**src/rtl/mspfp_pkg.sv**
```systemverilog
// MSP v2 frame parser package: item types, byte codes, status codes and CRC-8 DVB-S2 update.
// No dependencies; used by every module of the parser.
`timescale 1ns / 1ps
package mspfp_pkg;

  localparam logic [7:0] CH_START = 8'h24;  // '$'
  localparam logic [7:0] CH_X     = 8'h58;  // 'X'
  localparam logic [7:0] CH_ERR   = 8'h21;  // '!'
  localparam logic [7:0] CH_REQ   = 8'h3E;  // '>'
  localparam logic [7:0] CH_RESP  = 8'h3C;  // '<'

  localparam logic [7:0] CRC_POLY = 8'hD5;
  localparam logic [7:0] CRC_MSB  = 8'h80;

  localparam logic KIND_DATA   = 1'b0;
  localparam logic KIND_STATUS = 1'b1;

  localparam logic [1:0] ST_OK      = 2'd0;
  localparam logic [1:0] ST_BAD_HDR = 2'd1;
  localparam logic [1:0] ST_ERR_MSG = 2'd2;
  localparam logic [1:0] ST_BAD_CRC = 2'd3;

  typedef struct packed {
    logic [7:0] rx_byte;
    logic       abort;
  } in_item_t;

  typedef struct packed {
    logic        kind;
    logic [7:0]  data_byte;
    logic [1:0]  status;
    logic        is_request;
    logic [7:0]  flag;
    logic [15:0] command;
    logic [15:0] frame_len;
  } out_item_t;

  function automatic logic [7:0] crc8_update(input logic [7:0] crc, input logic [7:0] b);
    logic [7:0] c;
    c = crc ^ b;
    for (int i = 0; i < 8; i++) begin
      if ((c & CRC_MSB) != 8'h00) begin
        c = {c[6:0], 1'b0} ^ CRC_POLY;
      end else begin
        c = {c[6:0], 1'b0};
      end
    end
    return c;
  endfunction

endpackage

```
**src/rtl/mspfp_in_if.sv**
```systemverilog
// Input channel of the MSP v2 frame parser: one received byte per item.
// Standalone; no package dependency.
`timescale 1ns / 1ps
interface mspfp_in_if;
  logic       valid;
  logic       ready;
  logic [7:0] rx_byte;
  logic       abort;

  modport source (output valid, output rx_byte, output abort, input ready);
  modport sink (input valid, input rx_byte, input abort, output ready);
  modport monitor (input valid, input ready, input rx_byte, input abort);
endinterface

```
**src/rtl/mspfp_out_if.sv**
```systemverilog
// Result channel of the MSP v2 frame parser: payload bytes and frame status items.
// Standalone; no package dependency.
`timescale 1ns / 1ps
interface mspfp_out_if;
  logic        valid;
  logic        ready;
  logic        kind;
  logic [7:0]  data_byte;
  logic [1:0]  status;
  logic        is_request;
  logic [7:0]  flag;
  logic [15:0] command;
  logic [15:0] frame_len;

  modport source (output valid, output kind, output data_byte, output status,
                  output is_request, output flag, output command,
                  output frame_len, input ready);
  modport sink (input valid, input kind, input data_byte, input status,
                input is_request, input flag, input command,
                input frame_len, output ready);
  modport monitor (input valid, input ready, input kind, input data_byte,
                   input status, input is_request, input flag, input command,
                   input frame_len);
endinterface

```
**src/rtl/mspfp_in_stage.sv**
```systemverilog
// Input register of the MSP v2 frame parser: holds one accepted byte item.
// Depends on mspfp_pkg and mspfp_in_if.
`timescale 1ns / 1ps
module mspfp_in_stage (
  input  logic               clk,
  input  logic               rst_n,
  mspfp_in_if.sink           in_ch,
  input  logic               take,
  output logic               item_valid,
  output mspfp_pkg::in_item_t item
);

  logic                 valid_r;
  logic                 valid_nxt;
  mspfp_pkg::in_item_t  item_r;
  logic                 load;

  assign in_ch.ready = !valid_r || take;
  assign load        = in_ch.valid && in_ch.ready;

  always_comb begin
    valid_nxt = valid_r;
    if (load) begin
      valid_nxt = 1'b1;
    end else if (take) begin
      valid_nxt = 1'b0;
    end
  end

  always_ff @(posedge clk) begin
    if (!rst_n) begin
      valid_r <= 1'b0;
    end else begin
      valid_r <= valid_nxt;
    end
  end

  always_ff @(posedge clk) begin
    if (load) begin
      item_r.rx_byte <= in_ch.rx_byte;
      item_r.abort   <= in_ch.abort;
    end
  end

  assign item_valid = valid_r;
  assign item       = item_r;

endmodule

```
**src/rtl/mspfp_core.sv**
```systemverilog
// Frame state machine of the MSP v2 frame parser: header capture, CRC, payload count.
// Depends on mspfp_pkg.
`timescale 1ns / 1ps
module mspfp_core (
  input  logic                 clk,
  input  logic                 rst_n,
  input  logic                 item_valid,
  input  mspfp_pkg::in_item_t  item,
  input  logic                 space,
  output logic                 take,
  output logic                 push,
  output mspfp_pkg::out_item_t res
);

  localparam logic [3:0] PH_HUNT    = 4'd0;
  localparam logic [3:0] PH_X       = 4'd1;
  localparam logic [3:0] PH_DIR     = 4'd2;
  localparam logic [3:0] PH_FLAG    = 4'd3;
  localparam logic [3:0] PH_CMD_LO  = 4'd4;
  localparam logic [3:0] PH_CMD_HI  = 4'd5;
  localparam logic [3:0] PH_LEN_LO  = 4'd6;
  localparam logic [3:0] PH_LEN_HI  = 4'd7;
  localparam logic [3:0] PH_PAYLOAD = 4'd8;
  localparam logic [3:0] PH_CRC     = 4'd9;

  logic [3:0]  phase_r,   phase_nxt;
  logic        dir_r,     dir_nxt;
  logic [7:0]  flag_r,    flag_nxt;
  logic [15:0] cmd_r,     cmd_nxt;
  logic [15:0] len_r,     len_nxt;
  logic [15:0] left_r,    left_nxt;
  logic [7:0]  crc_r,     crc_nxt;

  logic [3:0]  phase_eff;
  logic [7:0]  b;
  logic [7:0]  crc_step;
  logic [15:0] len_full;
  logic [15:0] left_dec;
  logic        hit;

  assign b         = item.rx_byte;
  assign phase_eff = item.abort ? PH_HUNT : phase_r;
  assign crc_step  = mspfp_pkg::crc8_update(crc_r, b);
  assign len_full  = {b, len_r[7:0]};
  assign left_dec  = left_r - 16'd1;

  always_comb begin
    phase_nxt = phase_eff;
    dir_nxt   = dir_r;
    flag_nxt  = flag_r;
    cmd_nxt   = cmd_r;
    len_nxt   = len_r;
    left_nxt  = left_r;
    crc_nxt   = crc_r;
    hit       = 1'b0;
    res       = '0;
    unique case (phase_eff)
      PH_X: begin
        if (b == mspfp_pkg::CH_X) begin
          phase_nxt = PH_DIR;
        end else begin
          phase_nxt  = PH_HUNT;
          hit        = 1'b1;
          res.kind   = mspfp_pkg::KIND_STATUS;
          res.status = mspfp_pkg::ST_BAD_HDR;
        end
      end
      PH_DIR: begin
        if (b == mspfp_pkg::CH_REQ || b == mspfp_pkg::CH_RESP) begin
          dir_nxt   = (b == mspfp_pkg::CH_REQ);
          crc_nxt   = 8'h00;
          phase_nxt = PH_FLAG;
        end else begin
          phase_nxt  = PH_HUNT;
          hit        = 1'b1;
          res.kind   = mspfp_pkg::KIND_STATUS;
          res.status = (b == mspfp_pkg::CH_ERR) ? mspfp_pkg::ST_ERR_MSG
                                                : mspfp_pkg::ST_BAD_HDR;
        end
      end
      PH_FLAG: begin
        flag_nxt  = b;
        crc_nxt   = crc_step;
        phase_nxt = PH_CMD_LO;
      end
      PH_CMD_LO: begin
        cmd_nxt   = {8'h00, b};
        crc_nxt   = crc_step;
        phase_nxt = PH_CMD_HI;
      end
      PH_CMD_HI: begin
        cmd_nxt   = {b, cmd_r[7:0]};
        crc_nxt   = crc_step;
        phase_nxt = PH_LEN_LO;
      end
      PH_LEN_LO: begin
        len_nxt   = {8'h00, b};
        crc_nxt   = crc_step;
        phase_nxt = PH_LEN_HI;
      end
      PH_LEN_HI: begin
        len_nxt   = len_full;
        left_nxt  = len_full;
        crc_nxt   = crc_step;
        phase_nxt = (len_full == 16'd0) ? PH_CRC : PH_PAYLOAD;
      end
      PH_PAYLOAD: begin
        crc_nxt       = crc_step;
        left_nxt      = left_dec;
        phase_nxt     = (left_dec == 16'd0) ? PH_CRC : PH_PAYLOAD;
        hit           = 1'b1;
        res.kind      = mspfp_pkg::KIND_DATA;
        res.data_byte = b;
      end
      PH_CRC: begin
        phase_nxt      = PH_HUNT;
        hit            = 1'b1;
        res.kind       = mspfp_pkg::KIND_STATUS;
        res.status     = (b == crc_r) ? mspfp_pkg::ST_OK : mspfp_pkg::ST_BAD_CRC;
        res.is_request = dir_r;
        res.flag       = flag_r;
        res.command    = cmd_r;
        res.frame_len  = len_r;
      end
      default: begin
        phase_nxt = (b == mspfp_pkg::CH_START) ? PH_X : PH_HUNT;
      end
    endcase
  end

  assign take = item_valid && (!hit || space);
  assign push = take && hit;

  always_ff @(posedge clk) begin
    if (!rst_n) begin
      phase_r <= PH_HUNT;
      dir_r   <= 1'b0;
      flag_r  <= 8'h00;
      cmd_r   <= 16'h0000;
      len_r   <= 16'h0000;
      left_r  <= 16'h0000;
      crc_r   <= 8'h00;
    end else if (take) begin
      phase_r <= phase_nxt;
      dir_r   <= dir_nxt;
      flag_r  <= flag_nxt;
      cmd_r   <= cmd_nxt;
      len_r   <= len_nxt;
      left_r  <= left_nxt;
      crc_r   <= crc_nxt;
    end
  end

endmodule

```
**src/rtl/mspfp_out_stage.sv**
```systemverilog
// Result register of the MSP v2 frame parser: holds one item until the sink takes it.
// Depends on mspfp_pkg and mspfp_out_if.
`timescale 1ns / 1ps
module mspfp_out_stage (
  input  logic                 clk,
  input  logic                 rst_n,
  input  logic                 push,
  input  mspfp_pkg::out_item_t res,
  output logic                 space,
  mspfp_out_if.source          out_ch
);

  logic                  valid_r;
  logic                  valid_nxt;
  mspfp_pkg::out_item_t  res_r;

  assign space = !valid_r || out_ch.ready;

  always_comb begin
    valid_nxt = valid_r;
    if (push) begin
      valid_nxt = 1'b1;
    end else if (out_ch.ready) begin
      valid_nxt = 1'b0;
    end
  end

  always_ff @(posedge clk) begin
    if (!rst_n) begin
      valid_r <= 1'b0;
    end else begin
      valid_r <= valid_nxt;
    end
  end

  always_ff @(posedge clk) begin
    if (push) begin
      res_r <= res;
    end
  end

  assign out_ch.valid      = valid_r;
  assign out_ch.kind       = res_r.kind;
  assign out_ch.data_byte  = res_r.data_byte;
  assign out_ch.status     = res_r.status;
  assign out_ch.is_request = res_r.is_request;
  assign out_ch.flag       = res_r.flag;
  assign out_ch.command    = res_r.command;
  assign out_ch.frame_len  = res_r.frame_len;

endmodule

```
**src/rtl/msp_v2_frame_parser.sv**
```systemverilog
// MSP v2 frame parser, top level: input register, frame state machine, result register.
// A byte is accepted into the input register; the state machine consumes it there and writes
// any result into the result register, from which the sink takes it. The throughput is one
// byte per cycle while the result register has room, set by the state update and CRC-8 step
// between the two registers. Reset (rst_n low, synchronous): both stages empty, parser
// hunting, header and CRC zero. Depends on mspfp_pkg, the channel interfaces and stages.
`timescale 1ns / 1ps
module msp_v2_frame_parser (
  input  logic        clk,
  input  logic        rst_n,
  mspfp_in_if.sink    in_ch,
  mspfp_out_if.source out_ch
);

  logic                  item_valid;
  mspfp_pkg::in_item_t   item;
  logic                  take;
  logic                  push;
  logic                  space;
  mspfp_pkg::out_item_t  res;

  mspfp_in_stage u_in (
    .clk        (clk),
    .rst_n      (rst_n),
    .in_ch      (in_ch),
    .take       (take),
    .item_valid (item_valid),
    .item       (item)
  );

  mspfp_core u_core (
    .clk        (clk),
    .rst_n      (rst_n),
    .item_valid (item_valid),
    .item       (item),
    .space      (space),
    .take       (take),
    .push       (push),
    .res        (res)
  );

  mspfp_out_stage u_out (
    .clk    (clk),
    .rst_n  (rst_n),
    .push   (push),
    .res    (res),
    .space  (space),
    .out_ch (out_ch)
  );

endmodule

```
**src/flat_wrapper.sv**
```systemverilog
// flat-port wrapper written by rule: the top's interface ports become plain ports
module msp_v2_frame_parser_flat 
  (clk, rst_n, in_ch_valid, in_ch_rx_byte, in_ch_abort, in_ch_ready, out_ch_valid, out_ch_kind, out_ch_data_byte, out_ch_status, out_ch_is_request, out_ch_flag, out_ch_command, out_ch_frame_len, out_ch_ready);
  mspfp_in_if in_ch_i ();
  mspfp_out_if out_ch_i ();
  input  logic clk;
  input  logic rst_n;
  input wire logic [$bits(in_ch_i.valid)-1:0] in_ch_valid;
  input wire logic [$bits(in_ch_i.rx_byte)-1:0] in_ch_rx_byte;
  input wire logic [$bits(in_ch_i.abort)-1:0] in_ch_abort;
  output wire logic [$bits(in_ch_i.ready)-1:0] in_ch_ready;
  output wire logic [$bits(out_ch_i.valid)-1:0] out_ch_valid;
  output wire logic [$bits(out_ch_i.kind)-1:0] out_ch_kind;
  output wire logic [$bits(out_ch_i.data_byte)-1:0] out_ch_data_byte;
  output wire logic [$bits(out_ch_i.status)-1:0] out_ch_status;
  output wire logic [$bits(out_ch_i.is_request)-1:0] out_ch_is_request;
  output wire logic [$bits(out_ch_i.flag)-1:0] out_ch_flag;
  output wire logic [$bits(out_ch_i.command)-1:0] out_ch_command;
  output wire logic [$bits(out_ch_i.frame_len)-1:0] out_ch_frame_len;
  input wire logic [$bits(out_ch_i.ready)-1:0] out_ch_ready;
  assign in_ch_i.valid = in_ch_valid;
  assign in_ch_i.rx_byte = in_ch_rx_byte;
  assign in_ch_i.abort = in_ch_abort;
  assign in_ch_ready = in_ch_i.ready;
  assign out_ch_valid = out_ch_i.valid;
  assign out_ch_kind = out_ch_i.kind;
  assign out_ch_data_byte = out_ch_i.data_byte;
  assign out_ch_status = out_ch_i.status;
  assign out_ch_is_request = out_ch_i.is_request;
  assign out_ch_flag = out_ch_i.flag;
  assign out_ch_command = out_ch_i.command;
  assign out_ch_frame_len = out_ch_i.frame_len;
  assign out_ch_i.ready = out_ch_ready;
  msp_v2_frame_parser u_core (.clk(clk), .rst_n(rst_n), .in_ch(in_ch_i), .out_ch(out_ch_i));
endmodule
```
**config.mk**
```make
export PLATFORM = sky130hd
export DESIGN_NAME = msp_v2_frame_parser_flat
export DESIGN_NICKNAME = d
export VERILOG_FILES = /design/src/rtl/mspfp_pkg.sv /design/src/rtl/mspfp_in_if.sv /design/src/rtl/mspfp_out_if.sv /design/src/rtl/mspfp_in_stage.sv /design/src/rtl/mspfp_core.sv /design/src/rtl/mspfp_out_stage.sv /design/src/rtl/msp_v2_frame_parser.sv /design/src/flat_wrapper.sv
export SDC_FILE = /design/constraint.sdc
export NUM_CORES = 1
export LEC_CHECK = 0
export ABC_AREA = 1
export BUFFER_PORTS_ARGS = -buffer_cell sky130_fd_sc_hd__buf_2
export CELL_PAD_IN_SITES_DETAIL_PLACEMENT = 0
export CELL_PAD_IN_SITES_GLOBAL_PLACEMENT = 1
export CORE_UTILIZATION = 33
export DETAILED_ROUTE_END_ITERATION = 10
export HOLD_SLACK_MARGIN = 0.08
export PLACE_DENSITY_LB_ADDON = 0.1
export SETUP_SLACK_MARGIN = 0.3
export SLEW_MARGIN = 20
export SYNTH_ARGS = -nofsm -noshare
export SYNTH_HDL_FRONTEND = slang
export SYNTH_SLANG_ARGS = --single-unit
export TNS_END_PERCENT = 100
```
**constraint.sdc**
```tcl
create_clock -name clk -period 3.2 [get_ports clk]
set_clock_uncertainty 0.2 [all_clocks]
set_input_delay 0.64 -clock clk [delete_from_list [all_inputs] [get_ports clk]]
set_output_delay 0.64 -clock clk [all_outputs]
set_load 0.005 [all_outputs]
```
Yosys cells after proc, flatten, opt, wreduce, memory -nomap -nowiden

Index checks and enable logic that the tools add are counted.
Widths: inputs -> output; s select.

Flip-flop bits (word level): 132
Input bits: 13
Output and inout port bits: 54
Word-level logic and storage cells: 109

Add/sub/neg operators: 1
Equality and inequality tests: 16
Muxes and demuxes: 33
Bitwise gates (word level): 11
Reductions and logical operators: 28

Operator list:

| operator              | number |
|---|---|
| $pmux 16 s2           | 3 |
| $mux 8                | 9 |
| $not 5->5             | 8 |
| $pmux 4 s9            | 1 |
| $eq 8x6->1 const B    | 4 |
| $logic_not 16->1      | 2 |
| $eq 4x3->1 const B    | 4 |
| $pmux 8 s2            | 1 |
| $sub 16x1->16 const B | 1 |
| $reduce_and 3->1      | 4 |
| $reduce_bool 2->1     | 6 |
| $mux 1                | 10 |
| $mux 2                | 5 |
| $eq 4x2->1 const B    | 2 |
| $eq 4x4->1 const B    | 2 |
| $eq 8x7->1 const B    | 1 |
| $eq 8x8->1            | 1 |
| $reduce_and 2->1      | 4 |
| $xor 8x8->8           | 1 |
| $pmux 1 s3            | 2 |
| $pmux 2 s3            | 1 |
| $reduce_or 6->1       | 1 |
| $eq 4x1->1 const B    | 1 |
| $logic_or 1x1->1      | 4 |
| other kinds (6)       | 11 |

Logic depth before layout (Yosys ltp)

Gate-level depths: netlist of the first run.

Depth after elaboration: 18
Mapped depth: 19
Mapped depth without buffers: 19

Modules after synthesis

Synthesis of the first run repeated with hierarchy kept, for this count alone.

Cell total of the unflattened synthesis: 761
Area total of the unflattened synthesis: 6206.0 µm²

Modules (own cells, without submodules):

| module          | instances | cells an instance | area an instance (µm²) | seq. area each (µm²) |
|---|---|---|---|---|
| mspfp_core      | 1         | 687               | 4276.6                 | 1381.3 |
| mspfp_out_stage | 1         | 58                | 1607.8                 | 1581.5 |
| mspfp_in_stage  | 1         | 16                | 321.6                  | 290.3 |

Least setup slack after synthesis of the first run

OpenSTA, ideal clock, no wires.

Path kind: register to register
Start point: register u_core.u_in.item_r, in the netlist u_core.u_in.item[8]
End point: register u_core.u_out.res_r, in the netlist u_core.u_out.out_ch.command[0] (enable)
Setup time: 384 ps
Arrival time: 2181 ps
Required time: 2616 ps
Slack: 435 ps
Stages on the path, launching flop included: 14
Path buffers: 2
Clock period less this slack: 2765 ps
Cell sequence: edfxtp_1 inv_2 nand2_2 nor3_2 nand4_2 nand2_2 nand4_4 nand2_2 nand2_2 buf_6 inv_8 buf_6 nand2_1 inv_2

Longest elaborated chain between the ends: 8
Elaborated cells between the ends (all ways): 11
Classes of those cells: 3 x eq/ne; 3 x mux; 5 x reduce/logical

Ends and longest elaborated chain:

| what                   | line                      | RTL |
|---|---|---|
| start: declaration     | mspfp_in_stage.sv:15      | `mspfp_pkg::in_item_t item_r;` |
| $eq 8x6->1             | mspfp_core.sv:69          | `if (b == mspfp_pkg::CH_REQ \|\| b == mspfp_pkg::CH_RESP) begin` |
| $logic_or 1x1->1       | mspfp_core.sv:69          |  |
| $mux 1                 | mspfp_core.sv:69          |  |
| $pmux 1 s3 (*)         | mspfp_core.sv:57          | `unique case (phase_eff)` |
| $logic_not 1->1        | mspfp_core.sv:131         | `assign take = item_valid && (!hit \|\| space);` |
| $logic_or 1x1->1       | mspfp_core.sv:131         |  |
| $logic_and 1x1->1      | mspfp_core.sv:131         |  |
| $logic_and 1x1->1 (*)  | mspfp_core.sv:132         | `assign push = take && hit;` |
| via u_core.push        | msp_v2_frame_parser.sv:18 | `logic push;` |
| end signal: assignment | mspfp_out_stage.sv:38     | `res_r <= res;` |
| end: declaration       | mspfp_out_stage.sv:15     | `mspfp_pkg::out_item_t res_r;` |

The timed path passes the listed nets; every way through them passes the cells marked *.
A chain may end at the register's enable or synchronous reset.

Worst setup path after layout of the first run

Start point: register u_core.u_in.item_r, in the netlist u_core.u_in.item[6]
End point: output port in_ch_ready

Longest elaborated chain between the ends: 8
Elaborated cells between the ends (all ways): 11
Classes of those cells: 3 x eq/ne; 3 x mux; 5 x reduce/logical

Ends and longest elaborated chain:

| what                  | line                 | RTL |
|---|---|---|
| $eq 8x6->1            | mspfp_core.sv:69     |  |
| $logic_or 1x1->1      | mspfp_core.sv:69     |  |
| $mux 1                | mspfp_core.sv:69     |  |
| $pmux 1 s3 (*)        | mspfp_core.sv:57     |  |
| $logic_not 1->1 (*)   | mspfp_core.sv:131    |  |
| $logic_or 1x1->1 (*)  | mspfp_core.sv:131    |  |
| $logic_and 1x1->1 (*) | mspfp_core.sv:131    |  |
| $logic_or 1x1->1 (*)  | mspfp_in_stage.sv:18 | `assign in_ch.ready = !valid_r \|\| take;` |
| end: declaration      | flat_wrapper.sv:11   | `output wire logic [$bits(in_ch_i.ready)-1:0] in_ch_ready;` |

Every way passes the cells marked *; elsewhere a longest branch is shown, timed or not.

==> flow_metrics.env, run 1 <==
export IMPL_outcome="finished clean"
export IMPL_grt_max_degree=54
export IMPL_layout_common_cells="nand2_1, nor2_1, inv_1, dfxtp_1, buf_2"
export IMPL_ys_seq_area_share_pct=51.67
export IMPL_rr_worst_depth=19
export IMPL_fillCellCount=1914
export IMPL_r2r_end="u_core.u_core.crc_r[7]"
export IMPL_vdd_drop_max_v=0.0003533
export IMPL_met2WireLength_mm=7.873
export IMPL_fin_crit_sh_pct=85.50
export IMPL_synth_simple_area_share_pct=26.27
export IMPL_clock_root_buffer="clkbuf_16"
export IMPL_reg2reg_slack_ns=0.47
export IMPL_synthDistinctLibCells=41
export IMPL_drive_gt1_share_pct=20.23
export IMPL_initialDrtViolationCount=311
export IMPL_gp_congestion=0.8502
export IMPL_crit_type="reg -> out"
export IMPL_min_period_ns=2.736
export IMPL_io_pins=67
export IMPL_worstHoldPathType="in -> reg"
export IMPL_die_w_um=140.1
export IMPL_numCtsBuffers=17
export IMPL_cp_startpoint="u_core.u_in.item[6]"
export IMPL_p_per_area_mw_per_mm2=536.2
export IMPL_slew_viol_final=0
export IMPL_syn_to_final_growth_pct=20.33
export IMPL_avgSynthCellArea_um2=8.051
export IMPL_initial_core_util_pct=33.66
export IMPL_syn_inst=782
export IMPL_netlist_area_mm2=0.006296
export IMPL_required_ns=2.36
export IMPL_cp_start_kind="register"
export IMPL_die_area_mm2=0.01964
export IMPL_cts_tree="done"
export IMPL_rsz0062_at_grt="yes"
export IMPL_cap_viol_max_count=0
export IMPL_slew_headroom_pct=41.68
export IMPL_drcViolationCount=0
export IMPL_synth_top_family_by_area="simple AND/OR/NAND/NOR gates"
export IMPL_topRoutingLayerUsed="met5"
export IMPL_clkLatencyLatePin_ns=0.42
export IMPL_final_common_cell="nand2_1"
export IMPL_routed_wl_mm=17.69
export IMPL_vias=5232
export IMPL_endpoint_kind="output port"
export IMPL_antenna_found_initial=1
export IMPL_viasPerCell=4.718
export IMPL_timing_hold_violations_final=0
export IMPL_fin_setup_tns_ns=0
export IMPL_worst_pin_slew_ns=0.8739
export IMPL_h_tree_depth=4
export IMPL_grt_ovfl_total=0
export IMPL_core_mm2=0.01871
export IMPL_wl_per_cell_um=15.95
export IMPL_clk_pin_slew_ns=0.06
export IMPL_r2r_start="u_core.u_in.item[8]"
export IMPL_yosys_area_share_xor_xnor_pct=1.808
export IMPL_die_height_um=140.1
export IMPL_wl_met3_um=786
export IMPL_grt_pass1_vias=4988
export IMPL_endpoint="in_ch_ready"
export IMPL_synth_compound_area_share_pct=10.69
export IMPL_synth_mux_area_share_pct=0
export IMPL_num_rows=50
export IMPL_cp_max_fo=8
export IMPL_clock_sinks=132
export IMPL_synth_net_count=798
export IMPL_hold_buffers=0
export IMPL_setup_viol=0
export IMPL_synth_warning_count=0
export IMPL_grt_pass1_wl_mm=27.60
export IMPL_wl_met1_mm=8.692
export IMPL_diodes=0
export IMPL_drt_pass1_iterations=4
export IMPL_max_freq_mhz=365.5
export IMPL_static_leakage_power_nw=3.081
export IMPL_whs_path_depth=1
export IMPL_io_buffers=66
export IMPL_total_power_w=0.004063
export IMPL_track_usage_pct=18.68
export IMPL_dp_hpwl_mm=12.74
export IMPL_clock_path_buffers=2
export IMPL_cp_arrival_ns=1.90
export IMPL_synth_adder_area_share_pct=0.5962
export IMPL_fin_nets=878
export IMPL_synth_seq_cells=132
export IMPL_ant_nets=0
[worst max-delay path, stage by stage, from the launching register on]
cell and delay [ns]:
edfxtp_1 0.51, inv_2 0.16, nor3_2 0.19, nand4_2 0.13, nand2_2 0.12, nand4_4 0.10
nand3_2 0.13, buf_2 0.13
[worst min path at each step]
stage,start,end,slack [ns]
4_1_cts,in_ch_rx_byte[4],u_core.u_in.item[5],0.19
6_report,in_ch_rx_byte[4],u_core.u_in.item[5],0.20
3_5_place_dp,u_core.u_core.cmd_r[9],u_core.u_core.cmd_r[9],0.25
5_1_grt,in_ch_rx_byte[4],u_core.u_in.item[5],0.18
2_1_floorplan,u_core.u_core.cmd_r[10],u_core.u_core.cmd_r[10],0.23
3_3_place_gp,u_core.u_core.cmd_r[8],u_core.u_core.cmd_r[8],0.24
[power by group]
part,internal (W),leakage (nW),switching (W)
logic,0.0000919,1.67,0.000198
clock network,0.00121,0.295,0.000772
registers,0.00178,1.11,0.0000177
total,0.00307,3.08,0.000988
[state kept, by name, indices dropped and copies added, names as in the netlist]
| register | count |
|---|---|
| u_core.u_core.left_r | 16 |
| u_core.u_out.out_ch.command | 16 |
| u_core.u_out.out_ch.kind | 1 |
| u_core.u_out.out_ch.is_request | 1 |
| u_core.u_out.out_ch.flag | 8 |
| u_core.u_core.crc_r | 8 |
| u_core.u_out.out_ch.frame_len | 16 |
| u_core.u_in.item_valid | 1 |
| u_core.u_core.flag_r | 8 |
| u_core.u_out.out_ch.valid | 1 |
| u_core.u_in.item | 9 |
| u_core.u_out.out_ch.data_byte | 8 |
| u_core.u_core.len_r | 16 |
| u_core.u_core.dir_r | 1 |
| u_core.u_core.cmd_r | 16 |
| u_core.u_core.phase_r | 4 |
| u_core.u_out.out_ch.status | 2 |
[routing by layer]
layer,global-route usage (%),up-vias
met4,7.172,2
met5,0,-
li1,-,2679
met3,4.342,23
met2,28.42,103
met1,25.68,2425
[cell type report]
type                    instances  area, um2  share of cell area (%)
clock buffers                  19      454.2                   5.995
clock inverters                13      150.1                   1.982
inverters                      98      381.6                   5.037
multi-input cells             523       2521                   33.28
flip-flops and latches        132       3253                   42.94
well taps                     234      292.8                   3.865
repair buffers                 90      523.0                   6.903
[repair_timing]
| action | in CTS | in global routing |
|---|---|---|
| buffers inserted | 5 | 8 |
| endpoints found under the setup margin | 2 | 75 |
| gates resized for setup | 0 | 9 |
[cell usage after synthesis (all sizes together)]
library cell | count | area, um2
clkinv | 1 | 5.000
nor2 | 125 | 494.2
nand4 | 8 | 71.32
nor4 | 1 | 6.260
o21a | 1 | 7.510
ha | 3 | 37.54
nand3 | 43 | 220.2
xnor2 | 6 | 52.55
nor3 | 12 | 86.34
buf | 14 | 128.9
o211ai | 1 | 7.510
o21bai | 1 | 7.510
edfxtp | 61 | 1832
xor2 | 7 | 61.31
o21ai | 68 | 359.1
dfxtp | 71 | 1421
nor3b | 1 | 7.510
a21oi | 55 | 282.8
nand3b | 2 | 15.01
a41oi | 1 | 8.760
nand2 | 188 | 753.2
inv | 97 | 374.1
clkbuf | 15 | 56.30
[through the flow]
| step | hold WS, ns | utilization, % | setup slack, ns | cells | cell area (um2) |
|---|---|---|---|---|---|
| floorplan | 0.2271 | - | 0.4348 | 782 | 6296 |
| global placement | 0.2411 | 36.51 | 0.3664 | 1064 | 6829 |
| detailed placement | 0.2474 | 36.51 | 0.2823 | 1064 | 6829 |
| CTS | 0.1890 | 39.94 | 0.3073 | 1101 | 7471 |
| global route | 0.1801 | 40.50 | 0.2352 | 1109 | 7576 |
| finish | 0.2034 | 40.50 | 0.4639 | 1109 | 7576 |
[cell families (layout without fill, tap and decap cells)]
family                   count (synthesis)  count (layout)
flip-flops                             132             132
AND/OR/NAND/NOR                        380             380
AO/OA/AOI/OAI                          127             127
buffers and inverters                  127             220
adder cells (fa/ha/maj)                  3               3
XOR/XNOR                                13              13
Note: power is estimated with default switching activity, not from simulation.
==> run 2, diff against run 1 <==
--- a/config.mk
+++ b/config.mk
@@ -9,8 +9,10 @@
 export BUFFER_PORTS_ARGS = -buffer_cell sky130_fd_sc_hd__buf_2
 export CELL_PAD_IN_SITES_DETAIL_PLACEMENT = 0
 export CELL_PAD_IN_SITES_GLOBAL_PLACEMENT = 1
+export CORE_ASPECT_RATIO = 0.9
 export CORE_UTILIZATION = 33
 export DETAILED_ROUTE_END_ITERATION = 10
+export GPL_ROUTABILITY_DRIVEN = 0
 export HOLD_SLACK_MARGIN = 0.08
 export PLACE_DENSITY_LB_ADDON = 0.1
 export SETUP_SLACK_MARGIN = 0.3
==> flow_metrics.env, run 2 (synthesized netlist as in run 1, its figures left out) <==
export IMPL_numCtsBuffers=17
export IMPL_placed_cell_area_mm2=0.006858
export IMPL_routed_wl_mm=16.36
export IMPL_track_usage_pct=17.75
export IMPL_cp_num_buf_inv=4
export IMPL_io_pins=67
export IMPL_p_per_area_mw_per_mm2=544.3
export IMPL_cts_tree="done"
export IMPL_worstHoldPathType="in -> reg"
export IMPL_core_mm2=0.01852
export IMPL_drcViolationCount=0
export IMPL_vias=5192
export IMPL_clock_root_buffer="clkbuf_16"
export IMPL_die_height_um=133.0
export IMPL_vdd_drop_max_v=0.0003384
export IMPL_whs_ns=0.1835
export IMPL_cp_max_fo=4
export IMPL_final_common_cell="nand2_1"
export IMPL_clock_path_buffers=2
export IMPL_fin_crit_sh_pct=86.14
export IMPL_initialDrtViolationCount=334
export IMPL_slowest_stage="edfxtp_1"
export IMPL_layout_common_cells="nand2_1, nor2_1, inv_1, dfxtp_1, buf_2"
export IMPL_cap_viol_max_count=0
export IMPL_fin_util_pct=40.90
export IMPL_grt_pass1_wl_mm=26.45
export IMPL_static_leakage_power_nw=3.071
export IMPL_crit_type="reg -> out"
export IMPL_timing_hold_violations_final=0
export IMPL_wl_per_cell_um=14.62
export IMPL_worst_pin_slew_ns=0.8975
export IMPL_h_tree_depth=4
export IMPL_viasPerCell=4.640
export IMPL_cp_start_kind="register"
export IMPL_clock_sinks=132
export IMPL_slew_headroom_pct=40.10
export IMPL_fin_area_mm2=0.007576
export IMPL_cp_arrival_ns=1.92
export IMPL_grt_pass1_vias=4962
export IMPL_crit_family="simple AND/OR/NAND/NOR gates"
export IMPL_fin_nets=877
export IMPL_dp_hpwl_mm=11.70
export IMPL_cpPeakStageDelay_ns=0.44
export IMPL_endpoint_kind="output port"
export IMPL_crit_chain="inv_2, nand2_1, inv_2, nand3_1, inv_1, nand2_2, nand4_4, nand3_1, buf_2"
export IMPL_grt_max_degree=54
export IMPL_fin_setup_tns_ns=0
export IMPL_place_inst=1077
export IMPL_ant_nets=0
export IMPL_syn_to_final_growth_pct=20.33
export IMPL_rsz0062_at_grt="no"
export IMPL_outcome="finished clean"
export IMPL_diodes=0
export IMPL_drt_pass1_iterations=5
export IMPL_drive_gt1_share_pct=19.79
export IMPL_slew_viol_final=0
export IMPL_max_freq_mhz=362.8
export IMPL_setup_viol=0
export IMPL_required_ns=2.36
export IMPL_clkLatencyLatePin_ns=0.43
export IMPL_initial_core_util_pct=33.99
export IMPL_antenna_found_initial=0
export IMPL_clk_pin_slew_ns=0.06
export IMPL_io_buffers=66
export IMPL_instances_no_fill=1119
export IMPL_die_area_mm2=0.01964
export IMPL_min_period_ns=2.757
export IMPL_grt_ovfl_total=0
export IMPL_die_w_um=147.6
export IMPL_num_rows=47
==> run 2: worst paths after layout <==
check                                              from                               end  slack, ns  cells after the start
worst max-delay path                u_core.u_in.item[0]                       in_ch_ready       0.44                      9
worst min-delay path                   in_ch_rx_byte[3]               u_core.u_in.item[4]       0.18                      1
worst max register to register      u_core.u_in.item[8]  u_core.u_out.out_ch.frame_len[1]       0.54                     12
worst min register to register  u_core.u_core.cmd_r[11]           u_core.u_core.cmd_r[11]       0.25                      2
==> run 2: metal layers <==
metal | vias up | global-route usage (%) | part of all wire [%]
met5 | - | 0 | 0
met3 | 18 | 3.828 | 4.5
met1 | 2362 | 24.97 | 51
met4 | 0 | 6.071 | 1.5
li1 | 2682 | - | -
met2 | 130 | 26.86 | 44
==> run 2: per-stage QoR <==
stage / total power, W / worst slack (ns)
after floorplan: 0.002021 / 0.4348
after global placement: 0.002101 / 0.3630
after detailed placement: 0.002102 / 0.3217
after CTS: 0.004162 / 0.3244
after global routing: 0.004287 / 0.2957
final: 0.004124 / 0.4434
==> run 2: area by class of cell <==
type | instances | area, um2
inverters | 98 | 381.6
well taps | 245 | 306.5
fillers | 1879 | 10950
clock buffers | 17 | 425.4
clock inverters | 15 | 192.7
repair buffers | 89 | 515.5
multi-input cells | 523 | 2501
flip-flops and latches | 132 | 3253
==> run 2: timing repair <==
action / in CTS / in global routing
setup endpoints to repair: 1 / 71
buffers inserted: 1 / 9
pin swaps: 0 / 1
cloned: 0 / 0
resized for setup: 0 / 4
hold buffers: 0 / 0
==> run 2: power breakdown <==
part,switching [W],internal [W]
registers,0.0000162,0.00178
clock network,0.000801,0.00125
logic,0.000192,0.0000920
total,0.00101,0.00311
==> run 3, diff against run 2 <==
--- a/config.mk
+++ b/config.mk
@@ -7,8 +7,8 @@
 export LEC_CHECK = 0
 export ABC_AREA = 1
 export BUFFER_PORTS_ARGS = -buffer_cell sky130_fd_sc_hd__buf_2
-export CELL_PAD_IN_SITES_DETAIL_PLACEMENT = 0
-export CELL_PAD_IN_SITES_GLOBAL_PLACEMENT = 1
+export CELL_PAD_IN_SITES_DETAIL_PLACEMENT = 1
+export CELL_PAD_IN_SITES_GLOBAL_PLACEMENT = 2
 export CORE_ASPECT_RATIO = 0.9
 export CORE_UTILIZATION = 33
 export DETAILED_ROUTE_END_ITERATION = 10
==> flow_metrics.env, run 3 (synthesized netlist as in run 1, its figures left out) <==
export IMPL_numCtsBuffers=17
export IMPL_clock_sinks=132
export IMPL_fin_util_pct=40.87
export IMPL_h_tree_depth=4
export IMPL_grt_ovfl_total=0
export IMPL_worstHoldStart="in_ch_rx_byte[3]"
export IMPL_diodes=0
export IMPL_initialDrtViolationCount=248
export IMPL_worstHoldPathType="in -> reg"
export IMPL_fin_nets=877
export IMPL_timing_hold_violations_final=0
export IMPL_fin_crit_sh_pct=85.66
export IMPL_whs_path_depth=1
export IMPL_slew_viol_final=0
export IMPL_layout_common_cells="nand2_1, nor2_1, inv_1, dfxtp_1, buf_2"
export IMPL_max_freq_mhz=364.8
export IMPL_io_pins=67
export IMPL_rsz0062_at_grt="yes"
export IMPL_required_ns=2.36
export IMPL_vias=5377
export IMPL_p_per_area_mw_per_mm2=536.7
export IMPL_cts_tree="done"
export IMPL_r2r_start="u_core.u_in.item[8]"
export IMPL_initial_core_util_pct=33.99
export IMPL_static_leakage_power_nw=3.057
export IMPL_track_usage_pct=19.66
export IMPL_num_rows=47
export IMPL_clkLatencyLatePin_ns=0.43
export IMPL_rr_worst_depth=19
export IMPL_io_buffers=66
export IMPL_worst_pin_slew_ns=0.9065
export IMPL_cp_arrival_ns=1.90
export IMPL_outcome="finished clean"
export IMPL_fin_setup_tns_ns=0
export IMPL_clock_path_buffers=2
export IMPL_r2r_end="u_core.u_core.crc_r[7]"
export IMPL_die_area_mm2=0.01964
export IMPL_drcViolationCount=0
export IMPL_cp_max_fo=4
export IMPL_die_height_um=133.0
export IMPL_core_mm2=0.01852
export IMPL_slew_headroom_pct=39.50
export IMPL_syn_to_final_growth_pct=20.25
export IMPL_die_w_um=147.6
export IMPL_whs_endpoint="u_core.u_in.item[4]"
export IMPL_grt_pass1_vias=5451
export IMPL_place_worst_setup_slack_ns=0.3303
export IMPL_final_common_cell="nand2_1"
export IMPL_clk_pin_slew_ns=0.06
export IMPL_viasPerCell=4.805
export IMPL_finalWorstSetupSlack_ns=0.4590
export IMPL_min_period_ns=2.741
export IMPL_wl_per_cell_um=16.28
export IMPL_clock_root_buffer="clkbuf_16"
export IMPL_setup_viol=0
export IMPL_grt_max_degree=54
export IMPL_drive_gt1_share_pct=20.14
export IMPL_grt_pass1_wl_mm=29.45
export IMPL_ant_nets=0
export IMPL_dp_hpwl_mm=13.26
export IMPL_endpoint_kind="output port"
export IMPL_reg2reg_slack_ns=0.47
export IMPL_hold_buffers=0
export IMPL_antenna_found_initial=0
export IMPL_crit_type="reg -> out"
export IMPL_vdd_drop_max_v=0.0003282
export IMPL_cap_viol_max_count=0
export IMPL_cp_start_kind="register"
export IMPL_routed_wl_mm=18.22
export IMPL_drt_pass1_iterations=4
==> run 3: cell count changes in the layout (fill, tap and decap cells not counted), sizes merged <==
| cell | before | now |
|---|---|---|
| bufinv | 3 | 2 |
| inv | 104 | 105 |
| clkbuf | 17 | 18 |
| clkinv | 4 | 2 |
| clkinvlp | 2 | 3 |
==> run 3: per-stage QoR <==
step | area [um2] | std cells | hold WS (ns) | power [W]
6_report | 7571 | 1119 | 0.1889 | 0.004064
4_1_cts | 7491 | 1113 | 0.1766 | 0.004098
3_5_place_dp | 6873 | 1079 | 0.2425 | 0.002109
5_1_grt | 7571 | 1119 | 0.1726 | 0.004213
2_1_floorplan | 6296 | 782 | 0.2271 | 0.002021
3_3_place_gp | 6873 | 1079 | 0.2401 | 0.002104
==> run 3: area by class of cell <==
class | instances | area [um2]
clock inverters | 14 | 163.9
multi-input cells | 523 | 2521
well taps | 245 | 306.5
flip-flops and latches | 132 | 3253
clock buffers | 18 | 429.2
inverters | 98 | 381.6
fillers | 2244 | 10950
repair buffers | 89 | 515.5
==> run 3: worst max-delay path by stage <==
| stage | start | end | depth (start not counted) |
|---|---|---|---|
| 4_1_cts | u_core.u_in.item[0] | in_ch_ready | 9 |
| 3_5_place_dp | u_core.u_in.item[8] | u_core.u_core.crc_r[7] | 19 |
| 2_1_floorplan | u_core.u_in.item[8] | u_core.u_out.out_ch.command[0] | 13 |
| 3_3_place_gp | u_core.u_in.item[8] | u_core.u_core.crc_r[7] | 19 |
| 6_report | u_core.u_in.item[0] | in_ch_ready | 9 |
| 5_1_grt | u_core.u_in.item[8] | u_core.u_core.crc_r[7] | 19 |
==> run 3: worst max-delay path: stages, from the launching register on <==
cell and delay, ns:
edfxtp_1 0.44, inv_2 0.12, nand2_1 0.12, inv_2 0.08, nand3_2 0.13, inv_1 0.14, nand2_2 0.09, nand4_4 0.09
nand3_2 0.12, buf_2 0.16
==> run 3: metal layers <==
layer  routed length [um]  vias to the layer above  track usage, %  part of all wire, %
li1                     -                     2679               -                    -
met4                  197                        0           4.926                  1.1
met1                 9137                     2594           26.92                   50
met3                  679                       17           5.000                  3.7
met5                    0                        -               0                    0
met2                 8200                       87           30.87                   45
==> run 3: repair_timing <==
item | CTS | global route
setup buffers | 2 | 6
gates cloned | 0 | 0
gates resized for setup | 2 | 6
endpoints found under the setup margin | 2 | 67
hold endpoints to repair | 0 | 0
pin swaps | 0 | 1
==> run 3: power breakdown <==
part | total, W | leakage, nW | internal [W] | switching, W
clock | 0.00198 | 0.281 | 0.00117 | 0.000810
sequential | 0.00179 | 1.11 | 0.00178 | 0.0000159
combinational | 0.000292 | 1.66 | 0.0000919 | 0.000200
